File: src/sv/qeg_pkg.sv
// ============================================================================
// qeg_pkg: shared types and constants of the quadrature encoder gesture unit
// Holds the configuration, item and result structs, the register indexes,
// the reset values of the registers and the transition decode table.
// ============================================================================
package qeg_pkg;

   // Default width of the saturating step counter.
   localparam int COUNT_WIDTH_DEF = 16;

   // Width of the step count carried in a result item.
   localparam int STEP_COUNT_W = 16;

   // Configuration register indexes.
   localparam int CSR_INDEX_W = 2;
   localparam logic [CSR_INDEX_W-1:0] CSR_STEP_THRESHOLD   = 2'd0;
   localparam logic [CSR_INDEX_W-1:0] CSR_SETTLE_TICKS     = 2'd1;
   localparam logic [CSR_INDEX_W-1:0] CSR_INVERT_DIRECTION = 2'd2;

   // Configuration data width and reset values.
   localparam int CSR_DATA_W = 8;
   localparam logic [7:0] STEP_THRESHOLD_RST = 8'd4;
   localparam logic [7:0] SETTLE_TICKS_RST   = 8'd10;

   // Item kinds.
   localparam logic KIND_PIN  = 1'b0;
   localparam logic KIND_TICK = 1'b1;

   // Decoded step direction codes.
   localparam logic [1:0] STEP_NONE = 2'd0;
   localparam logic [1:0] STEP_UP   = 2'd1;
   localparam logic [1:0] STEP_DOWN = 2'd2;

   // Configuration as seen by the core.
   typedef struct packed {
      logic [7:0] step_threshold;
      logic [7:0] settle_ticks;
      logic       invert_direction;
   } cfg_type;

   // One input item.
   typedef struct packed {
      logic req_type;
      logic pin_a;
      logic pin_b;
      logic pin_push;
   } item_type;

   // One result item.
   typedef struct packed {
      logic                    turned_right;
      logic                    turned_left;
      logic                    pressed;
      logic [STEP_COUNT_W-1:0] step_count;
   } result_type;

   // Direction of the transition {old A, old B, new A, new B}.
   function automatic logic [1:0] decode_step(input logic [3:0] code);
      logic [1:0] dir;
      case (code)
         4'b1101, 4'b0100, 4'b0010, 4'b1011: dir = STEP_UP;
         4'b1110, 4'b0111, 4'b0001, 4'b1000: dir = STEP_DOWN;
         default:                            dir = STEP_NONE;
      endcase
      return dir;
   endfunction

endpackage

File: src/sv/qeg_csr.sv
// ============================================================================
// qeg_csr: configuration registers
// Holds step threshold, settle time and direction inversion; writes to an
// unused index are dropped.
// ============================================================================
module qeg_csr (
   input  logic                           clock,
   input  logic                           reset,
   input  logic                           csr_valid,
   output logic                           csr_ready,
   input  logic [qeg_pkg::CSR_INDEX_W-1:0] csr_index,
   input  logic [qeg_pkg::CSR_DATA_W-1:0]  csr_data,
   output qeg_pkg::cfg_type               cfg
);
   import qeg_pkg::*;

   cfg_type cfg_ff;
   cfg_type cfg_in;

   // Writes are always taken.
   assign csr_ready = 1'b1;

   // Register update on a completed write.
   always_comb begin
      cfg_in = cfg_ff;
      if (csr_valid) begin
         case (csr_index)
            CSR_STEP_THRESHOLD:   cfg_in.step_threshold   = csr_data;
            CSR_SETTLE_TICKS:     cfg_in.settle_ticks     = csr_data;
            CSR_INVERT_DIRECTION: cfg_in.invert_direction = csr_data[0];
            default:              cfg_in = cfg_ff;
         endcase
      end
   end

   always_ff @(posedge clock) begin
      if (reset) begin
         cfg_ff.step_threshold   <= STEP_THRESHOLD_RST;
         cfg_ff.settle_ticks     <= SETTLE_TICKS_RST;
         cfg_ff.invert_direction <= 1'b0;
      end else begin
         cfg_ff <= cfg_in;
      end
   end

   assign cfg = cfg_ff;

endmodule

File: src/sv/qeg_core.sv
// ============================================================================
// qeg_core: step counter, push latch and gesture state machine
// Updates the encoder state for one item per cycle while fire is set and forms its result.
// ============================================================================
module qeg_core #(
   parameter int COUNT_WIDTH = qeg_pkg::COUNT_WIDTH_DEF
) (
   input  logic                 clock,
   input  logic                 reset,
   input  logic                 fire,
   input  qeg_pkg::item_type    item,
   input  qeg_pkg::cfg_type     cfg,
   output qeg_pkg::result_type  result
);
   import qeg_pkg::*;

   // Width for threshold compares: holds the count and a negated 8-bit value.
   localparam int CMP_W = ((COUNT_WIDTH > 9) ? COUNT_WIDTH : 9) + 1;

   localparam logic signed [COUNT_WIDTH-1:0] COUNT_MAX = {1'b0, {(COUNT_WIDTH-1){1'b1}}};
   localparam logic signed [COUNT_WIDTH-1:0] COUNT_MIN = {1'b1, {(COUNT_WIDTH-1){1'b0}}};

   // Phase codes.
   localparam logic [1:0] PH_IDLE  = 2'd0;
   localparam logic [1:0] PH_WAIT  = 2'd1;
   localparam logic [1:0] PH_CHECK = 2'd2;

   logic                          primed_ff, primed_in;
   logic [2:0]                    history_ff, history_in;
   logic [1:0]                    last_ab_ff, last_ab_in;
   logic signed [COUNT_WIDTH-1:0] total_ff, total_in;
   logic signed [COUNT_WIDTH-1:0] saved_ff, saved_in;
   logic                          push_ff, push_in;
   logic [1:0]                    phase_ff, phase_in;
   logic [7:0]                    wait_ff, wait_in;

   logic [2:0]              now_pins;
   logic [2:0]              changed;
   logic [1:0]              dir;
   logic [1:0]              dir_eff;
   logic signed [CMP_W-1:0] total_wide;
   logic signed [CMP_W-1:0] thr_wide;
   logic                    over_thr;
   logic                    rep_right, rep_left, rep_press;

   // Pin sample decode.
   assign now_pins = {item.pin_push, item.pin_b, item.pin_a};
   assign changed  = now_pins ^ history_ff;
   assign dir      = decode_step({last_ab_ff, item.pin_a, item.pin_b});
   always_comb begin
      dir_eff = dir;
      if (cfg.invert_direction) begin
         case (dir)
            STEP_UP:   dir_eff = STEP_DOWN;
            STEP_DOWN: dir_eff = STEP_UP;
            default:   dir_eff = STEP_NONE;
         endcase
      end
   end

   // Threshold compare in a width that holds both operands.
   assign total_wide = CMP_W'(total_ff);
   assign thr_wide   = CMP_W'(signed'({1'b0, cfg.step_threshold}));
   assign over_thr   = (total_wide > thr_wide) || (total_wide < -thr_wide);

   // Next state and report pulses.
   always_comb begin
      primed_in  = primed_ff;
      history_in = history_ff;
      last_ab_in = last_ab_ff;
      total_in   = total_ff;
      saved_in   = saved_ff;
      push_in    = push_ff;
      phase_in   = phase_ff;
      wait_in    = wait_ff;
      rep_right  = 1'b0;
      rep_left   = 1'b0;
      rep_press  = 1'b0;
      if (item.req_type == KIND_PIN) begin
         history_in = now_pins;
         if (!primed_ff) begin
            last_ab_in = {item.pin_a, item.pin_b};
            primed_in  = 1'b1;
         end else begin
            if (changed[1:0] != 2'b00) begin
               if (dir_eff == STEP_UP && total_ff != COUNT_MAX) begin
                  total_in = total_ff + COUNT_WIDTH'(1);
               end else if (dir_eff == STEP_DOWN && total_ff != COUNT_MIN) begin
                  total_in = total_ff - COUNT_WIDTH'(1);
               end
               last_ab_in = {item.pin_a, item.pin_b};
            end
            if (changed[2] && !item.pin_push) begin
               push_in = 1'b1;
            end
         end
      end else begin
         case (phase_ff)
            PH_WAIT: begin
               if (wait_ff == cfg.settle_ticks) begin
                  phase_in = PH_CHECK;
                  wait_in  = 8'd0;
               end else begin
                  wait_in = wait_ff + 8'd1;
               end
            end
            PH_CHECK: begin
               if (saved_ff == total_ff) begin
                  rep_right = (total_ff > 0);
                  rep_left  = (total_ff < 0);
               end
               if (push_ff) begin
                  rep_press = 1'b1;
                  push_in   = 1'b0;
               end
               total_in = '0;
               phase_in = PH_IDLE;
            end
            default: begin
               // Idle, and the unused code behaves the same.
               if (over_thr || push_ff) begin
                  saved_in = total_ff;
                  phase_in = PH_WAIT;
               end
            end
         endcase
      end
   end

   always_ff @(posedge clock) begin
      if (reset) begin
         primed_ff  <= 1'b0;
         history_ff <= 3'd0;
         last_ab_ff <= 2'd0;
         total_ff   <= '0;
         saved_ff   <= '0;
         push_ff    <= 1'b0;
         phase_ff   <= PH_IDLE;
         wait_ff    <= 8'd0;
      end else if (fire) begin
         primed_ff  <= primed_in;
         history_ff <= history_in;
         last_ab_ff <= last_ab_in;
         total_ff   <= total_in;
         saved_ff   <= saved_in;
         push_ff    <= push_in;
         phase_ff   <= phase_in;
         wait_ff    <= wait_in;
      end
   end

   // Result of the item in process.
   assign result.turned_right = rep_right;
   assign result.turned_left  = rep_left;
   assign result.pressed      = rep_press;
   assign result.step_count   = STEP_COUNT_W'(total_in);

endmodule

File: src/sv/quadrature_encoder_gesture_unit.sv
// ============================================================================
// quadrature_encoder_gesture_unit: encoder decoder with settled gestures
// Counts quadrature steps and push presses from pin samples and reports
// settled right and left turns and presses on millisecond ticks.
// ============================================================================
//
// Channel  Direction  Ports                          Content
// req      in         req_tvalid/tready/tdata/tuser  pin sample or tick
// rsp      out        rsp_tvalid/tready/tdata        pulses and step count
// csr      in         csr_valid/ready/index/data     register writes
//
// Every item produces one result item: it is held in the input register, then
// passes through the state update into the output register. One item is
// accepted per cycle while the output is taken.
// A stalled output holds its item; the input register takes one more item.
// Synchronous reset clears the valid flags and all core state and loads register reset values.
//
module quadrature_encoder_gesture_unit #(
   parameter int COUNT_WIDTH = qeg_pkg::COUNT_WIDTH_DEF
) (
   input  logic                            clock,
   input  logic                            reset,
   // Input items.
   input  logic                            req_tvalid,
   output logic                            req_tready,
   input  logic [7:0]                      req_tdata,  // pin_a, pin_b, pin_push, zero fill
   input  logic [0:0]                      req_tuser,  // req_type
   // Result items.
   output logic                            rsp_tvalid,
   input  logic                            rsp_tready,
   output logic [23:0]                     rsp_tdata,  // turned_right, turned_left, pressed,
                                                       // step_count[15:0], zero fill
   // Configuration writes.
   input  logic                            csr_valid,
   output logic                            csr_ready,
   input  logic [qeg_pkg::CSR_INDEX_W-1:0] csr_index,
   input  logic [qeg_pkg::CSR_DATA_W-1:0]  csr_data
);
   import qeg_pkg::*;

   cfg_type    cfg;
   item_type   in_item_ff;
   logic       in_valid_ff;
   result_type result;
   result_type rsp_ff;
   logic       rsp_valid_ff;
   logic       advance;

   qeg_csr u_csr (
      .clock     (clock),
      .reset     (reset),
      .csr_valid (csr_valid),
      .csr_ready (csr_ready),
      .csr_index (csr_index),
      .csr_data  (csr_data),
      .cfg       (cfg)
   );

   // The held item moves on when the output register is free or being taken.
   assign advance    = in_valid_ff && (!rsp_valid_ff || rsp_tready);
   assign req_tready = !in_valid_ff || advance;

   // Input register.
   always_ff @(posedge clock) begin
      if (reset) begin
         in_valid_ff <= 1'b0;
      end else if (req_tready) begin
         in_valid_ff <= req_tvalid;
      end
   end

   always_ff @(posedge clock) begin
      if (req_tvalid && req_tready) begin
         in_item_ff.req_type <= req_tuser[0];
         in_item_ff.pin_a    <= req_tdata[0];
         in_item_ff.pin_b    <= req_tdata[1];
         in_item_ff.pin_push <= req_tdata[2];
      end
   end

   qeg_core #(
      .COUNT_WIDTH (COUNT_WIDTH)
   ) u_core (
      .clock  (clock),
      .reset  (reset),
      .fire   (advance),
      .item   (in_item_ff),
      .cfg    (cfg),
      .result (result)
   );

   // Output register.
   always_ff @(posedge clock) begin
      if (reset) begin
         rsp_valid_ff <= 1'b0;
      end else if (advance) begin
         rsp_valid_ff <= 1'b1;
      end else if (rsp_tready) begin
         rsp_valid_ff <= 1'b0;
      end
   end

   always_ff @(posedge clock) begin
      if (advance) begin
         rsp_ff <= result;
      end
   end

   assign rsp_tvalid = rsp_valid_ff;
   assign rsp_tdata  = {5'd0, rsp_ff.step_count, rsp_ff.pressed,
                        rsp_ff.turned_left, rsp_ff.turned_right};

endmodule

File: config.mk
export PLATFORM = sky130hd
export DESIGN_NAME = quadrature_encoder_gesture_unit
export DESIGN_NICKNAME = d
export VERILOG_FILES = /design/src/sv/qeg_pkg.sv /design/src/sv/qeg_csr.sv /design/src/sv/qeg_core.sv /design/src/sv/quadrature_encoder_gesture_unit.sv
export SDC_FILE = /design/constraint.sdc
export NUM_CORES = 1
export LEC_CHECK = 0
export BUFFER_PORTS_ARGS = -buffer_cell sky130_fd_sc_hd__buf_2
export CORE_MARGIN = 4
export CORE_UTILIZATION = 54
export DETAILED_ROUTE_END_ITERATION = 10
export GPL_ROUTABILITY_DRIVEN = 0
export PLACE_DENSITY = 0.83
export SLEW_MARGIN = 20
export SYNTH_ARGS = -nofsm -noshare
export SYNTH_HDL_FRONTEND = slang
export SYNTH_SLANG_ARGS = --single-unit
File: constraint.sdc
create_clock -name clock -period 2.8 [get_ports clock]
set_input_delay 0.56 -clock clock [delete_from_list [all_inputs] [get_ports clock]]
set_output_delay 0.56 -clock clock [all_outputs]
set_load 0.02 [all_outputs]
==> results_tabular.tex <==
\begin{tabular}{lr}
\hline
Metric & Value \\
\hline
\multicolumn{2}{l}{\textbf{Power and ir drop}} \\
Switching portion of total power & $\sim$28\% \\
Static power due to leakage & between 2 and 3 nW \\
Clock group share of total power & approximately a third \\
Combinational fraction of design power & 17.2\% \\
Worst IR drop on VDD & between 0.3 and 0.4 mV \\
Cell Int Power & 1.98 mW \\
P per Cell Area & 425 nW/µm² \\
Total net switching power & 785 µW \\
Sequential cell fraction of total power & approximately half \\
\multicolumn{2}{l}{\textbf{Route}} \\
\# DRC & 0 \\
Detail Route Antenna Nets & 0 \\
Detailed Route WL & around 14 mm \\
Via/cell ratio & $\sim$6.1 \\
DR WL/cell & between 15 and 20 µm \\
Routed vias & between 5,000 and 6,000 \\
1st-pass router iterations & 5 \\
Iter 0 DRT Violations & roughly 360 \\
\multicolumn{2}{l}{\textbf{Run status}} \\
Violations in the final reports & setup timing \\
Run status & complete, but fails checks \\
\multicolumn{2}{l}{\textbf{Timing}} \\
Fin crit period & 2.87 ns \\
Post-route setup slack & -0.0738 ns \\
Worst-margin pin slew & 0.665 ns \\
Hold Violations, Final & 0 \\
Achievable clock frequency & between 300 and 400 MHz \\
Clock skew after layout & about 0.016 ns \\
RSZ-0062 raised after global routing & true \\
Number of slew-limit violations in the final report & 0 \\
Tcrit/Tclk final & 103\% \\
Slew margin rel. & approximately 56\% \\
Final setup violation count & 16 \\
\multicolumn{2}{l}{\textbf{CTS}} \\
Library cell used as clock root buffer & clkbuf\_8 \\
TritonCTS clock tree & done \\
H-tree Lvls & 3 \\
TritonCTS Sinks & 91 \\
Clock transition at the register clock pins on the worst setup and hold paths after CTS & roughly 0.09 ns \\
Number of buffers created by CTS & 9 \\
Latest clock arrival within the worst-skew pair & approximately 0.38 ns \\
Number of buffers added to fix hold violations after cts & 0 \\
Longest Clk Path Bufs & 2 \\
\multicolumn{2}{l}{\textbf{Synth}} \\
Post-Syn Instances & between 600 and 700 \\
Main combinational cell family by area after synthesis & simple AND/OR/NAND/NOR gates \\
Syn\_area\_per\_cell & approximately 9 µm² \\
Share of cell area taken by muxes after synthesis & 6.49\% \\
Synth Warn \# & 0 \\
Share of synthesized cell area in and, or, nand and nor gates & between 20\% and 30\% \\
Post-synthesis compound-gate area fraction & between 10\% and 20\% \\
Fraction of synthesized cell area in xor and xnor cells & under 10\% \\
Number of distinct library cells after synthesis & $\sim$70 \\
Post-synthesis adder-cell area fraction & under 10\% \\
Sequential area share after synthesis & 36.9\% \\
Number of enable flip-flop cells after synthesis & 23 \\
Ys flop type & dfxtp\_1 \\
Post-synthesis instance area & 5570 µm² \\
\#FFs+latches synth & 91 \\
Proportion of register bits with asynchronous set or reset after synthesis & 0\% \\
\multicolumn{2}{l}{\textbf{Worst setup path}} \\
Capture point of the worst reg-to-reg path & u\_core.saved\_ff[6]\$\_SDFFE\_PP0P\_ \\
Family of cells with the greatest summed delay on the critical path & buffers and inverters \\
Type of origin of the critical path & register \\
WP buf/inv & 5 \\
Startpoint-to-endpoint class of the critical path & register to register \\
Slowest cell delay on critical path & about 0.33 ns \\
Worst Setup End Kind & register \\
Highest net fanout along the worst path & 8 \\
Arrival time of data at the critical path endpoint & around 3.2 ns \\
Flop2flop setup slack & -0.07 ns \\
Required time at the worst-slack endpoint & between 3 and 4 ns \\
Most frequent cell on the critical path & buf\_6 \\
Cell at the slowest stage of the critical path & dfxtp\_2 \\
R2R depth & 15 \\
Startpoint of the most critical register-to-register path & u\_csr.cfg[12]\$\_SDFFE\_PP0P\_ \\
CP Cell Sequence & inv\_1, nand4\_1, buf\_6, nor4\_4, buf\_4, buf\_6, ha\_4, o21ai\_4, o22ai\_1, o21ai\_1, o21ai\_2, xnor2\_2, a21oi\_4, clkbuf\_16, mux2i\_1 \\
\multicolumn{2}{l}{\textbf{Place}} \\
Placed Instances & 804 \\
Post-detailed-placement cell area & 6070 µm² \\
Half-perimeter wire length after detailed placement & 10.1 mm \\
Number of port buffers & 39 \\
\multicolumn{2}{l}{\textbf{Cells and area}} \\
Final Non-Filler Cells & 826 \\
Growth of design area from synthesis to finish & 17.0\% \\
Share of layout cells above drive strength 1 & 21.8\% \\
Number of nets in the layout & between 700 and 800 \\
Inserted Diodes & 0 \\
Area of all placed cells without fillers & between 6000 and 7000 µm² \\
\multicolumn{2}{l}{\textbf{Job}} \\
Count of max-cap constraint violations & 0 \\
\multicolumn{2}{l}{\textbf{Min path}} \\
Worst Hold Endpoint & in\_item\_ff[3]\$\_DFFE\_PP\_ \\
Source of the worst hold timing path & req\_tuser \\
Hold Crit Depth & 1 \\
Hold crit path type & input port to register \\
\multicolumn{2}{l}{\textbf{Global route}} \\
Pin count of the biggest net entering global routing & 74 \\
Initial antenna violation count & 0 \\
Global-route wire length before repair & between 20 and 25 mm \\
GR Overflow Total & 0 \\
Total global-route track usage & 23.5\% \\
Via count of the first global-routing pass & 4,633 \\
\multicolumn{2}{l}{\textbf{Floorplan}} \\
Die outline width & 110 µm \\
Starting utilization of the core area & around 56\% \\
Area inside the core boundary & 9910 µm² \\
Die height & 110 µm \\
Total I/O pin count & slightly above 50 \\
Area of the die & between 10,000 and 15,000 µm² \\
Row cnt & 36 \\
\hline
\end{tabular}
==> registers in the layout (all words and copies together) (netlist names), 2 cells and up <==
signal,flops
u_csr.cfg,17
u_core.history_ff,3
u_core.phase_ff,2
rsp_tdata,19
u_core.saved_ff,16
u_core.total_ff,16
u_core.last_ab_ff,2
u_core.wait_ff,8
in_item_ff,4
==> cells by family after synthesis <==
kind of cell	count (synthesis)
buffers and inverters	66
AND/OR/NAND/NOR	245
adder cells (fa/ha/maj)	32
flip-flops	91
other	2
XOR/XNOR	41
multiplexers	36
AO/OA/AOI/OAI	117
==> power groups by stage <==
stage	clock, mW	combinational (mW)	sequential [mW]
2_1_floorplan	0	0.293	1.45
3_3_place_gp	0	0.409	1.44
3_5_place_dp	0	0.423	1.44
4_1_cts	0.880	0.430	1.41
5_1_grt	0.943	0.514	1.42
6_report	0.876	0.476	1.41
==> cells in the final DEF (no fill, tap or decap), types with 3 or more instances in the layout <==
cell type  count
o21ai_0       20
edfxtp_1      23
inv_2          3
buf_4         42
nor4_4         3
a21o_1         6
nor4_1         7
dfxtp_2        6
nor3_1        15
o31ai_1        3
inv_1         20
and2_1         3
nand2b_1      38
a21oi_2        3
nor4_2         4
xor2_1        26
dfxtp_1       62
xnor2_1       13
mux2i_1       35
nand3_1       19
conb_1         6
a211oi_1       4
nand4_1       11
clkbuf_8      10
nor2_1        64
a211o_1        4
nand2_1       39
o21a_1         3
or3_1         15
a21oi_1       26
and3_1         3
o22ai_1        3
nor3_2         3
a31oi_1        6
buf_2         39
ha_1          28
o21ai_1        6
o211ai_1       3
==> timing repair <==
item                       4_1_cts  5_1_grt
pin swaps                        0       17
setup endpoints to repair       18       19
buffers inserted                 0        5
gates cloned                     0        1
gates resized for setup          8       39
==> layer usage <==
layer  global-route usage (%)  vias up  part of all wire (%)
met2                     39.5      220                    49
met5                        0        -                     0
li1                         -     2363                     -
met1                     29.1     2397                    42
met3                     4.35       42                   6.5
met4                     11.1        0                   2.9
==> per-stage QoR <==
stage               worst slack (ns)  util (%)  hold slack [ns]  power, mW  TNS (ns)
floorplan                    0.00412         -            0.456       1.74         0
global placement             -0.0497      61.3            0.470       1.85    -0.732
detailed placement            -0.190      61.3            0.475       1.87     -2.83
CTS                          0.00356      63.5            0.344       2.72         0
global route                  -0.207      65.8            0.337       2.88     -3.19
finish                       -0.0738      65.8            0.352       2.77    -0.629
==> how the worst max path moves through the flow <==
stage,startpoint,depth (start not counted),slack [ns],end
floorplan,u_csr.cfg[12]$_SDFFE_PP0P_,14,0.004,u_core.saved_ff[8]$_SDFFE_PP0P_
global placement,u_csr.cfg[9]$_SDFFE_PP0P_,13,-0.05,u_core.saved_ff[10]$_SDFFE_PP0P_
CTS,u_csr.cfg[13]$_SDFFE_PP0P_,14,0.004,u_core.saved_ff[7]$_SDFFE_PP0P_
global route,u_csr.cfg[12]$_SDFFE_PP0P_,15,-0.21,u_core.saved_ff[6]$_SDFFE_PP0P_
detailed placement,u_csr.cfg[9]$_SDFFE_PP0P_,14,-0.19,u_core.saved_ff[7]$_SDFFE_PP0P_
finish,u_csr.cfg[12]$_SDFFE_PP0P_,15,-0.07,u_core.saved_ff[6]$_SDFFE_PP0P_
==> synth_stat cells (6+ instances only) <==
master,count,area (µm²)
nand2_1,40,150
or3_1,15,93.8
a21o_1,6,45.0
a21oi_1,28,140
nor4_1,13,81.3
inv_1,24,90.1
buf_2,8,40.0
ha_1,32,400
nor2_1,65,244
nand2b_1,38,238
o21ai_0,25,125
a31oi_1,7,43.8
xor2_1,26,228
mux2i_1,35,350
nand4_1,11,68.8
edfxtp_1,23,691
xnor2_1,15,131
nor3_1,16,80.1
nand3_1,19,95.1
buf_4,6,45.0
dfxtp_1,68,1360
clkbuf_1,24,90.1
==> area by class of cell <==
type / instances / area, µm²
Timing Repair Buffer: 85 / 578
Inverter: 24 / 92.6
Multi-Input combinational cell: 477 / 3430
Clock buffer: 13 / 170
Clock inverter: 3 / 20.0
Fill cell: 803 / 3390
Sequential cell: 91 / 2060
Tap cell: 133 / 166
(Power assumes the default switching activity.)
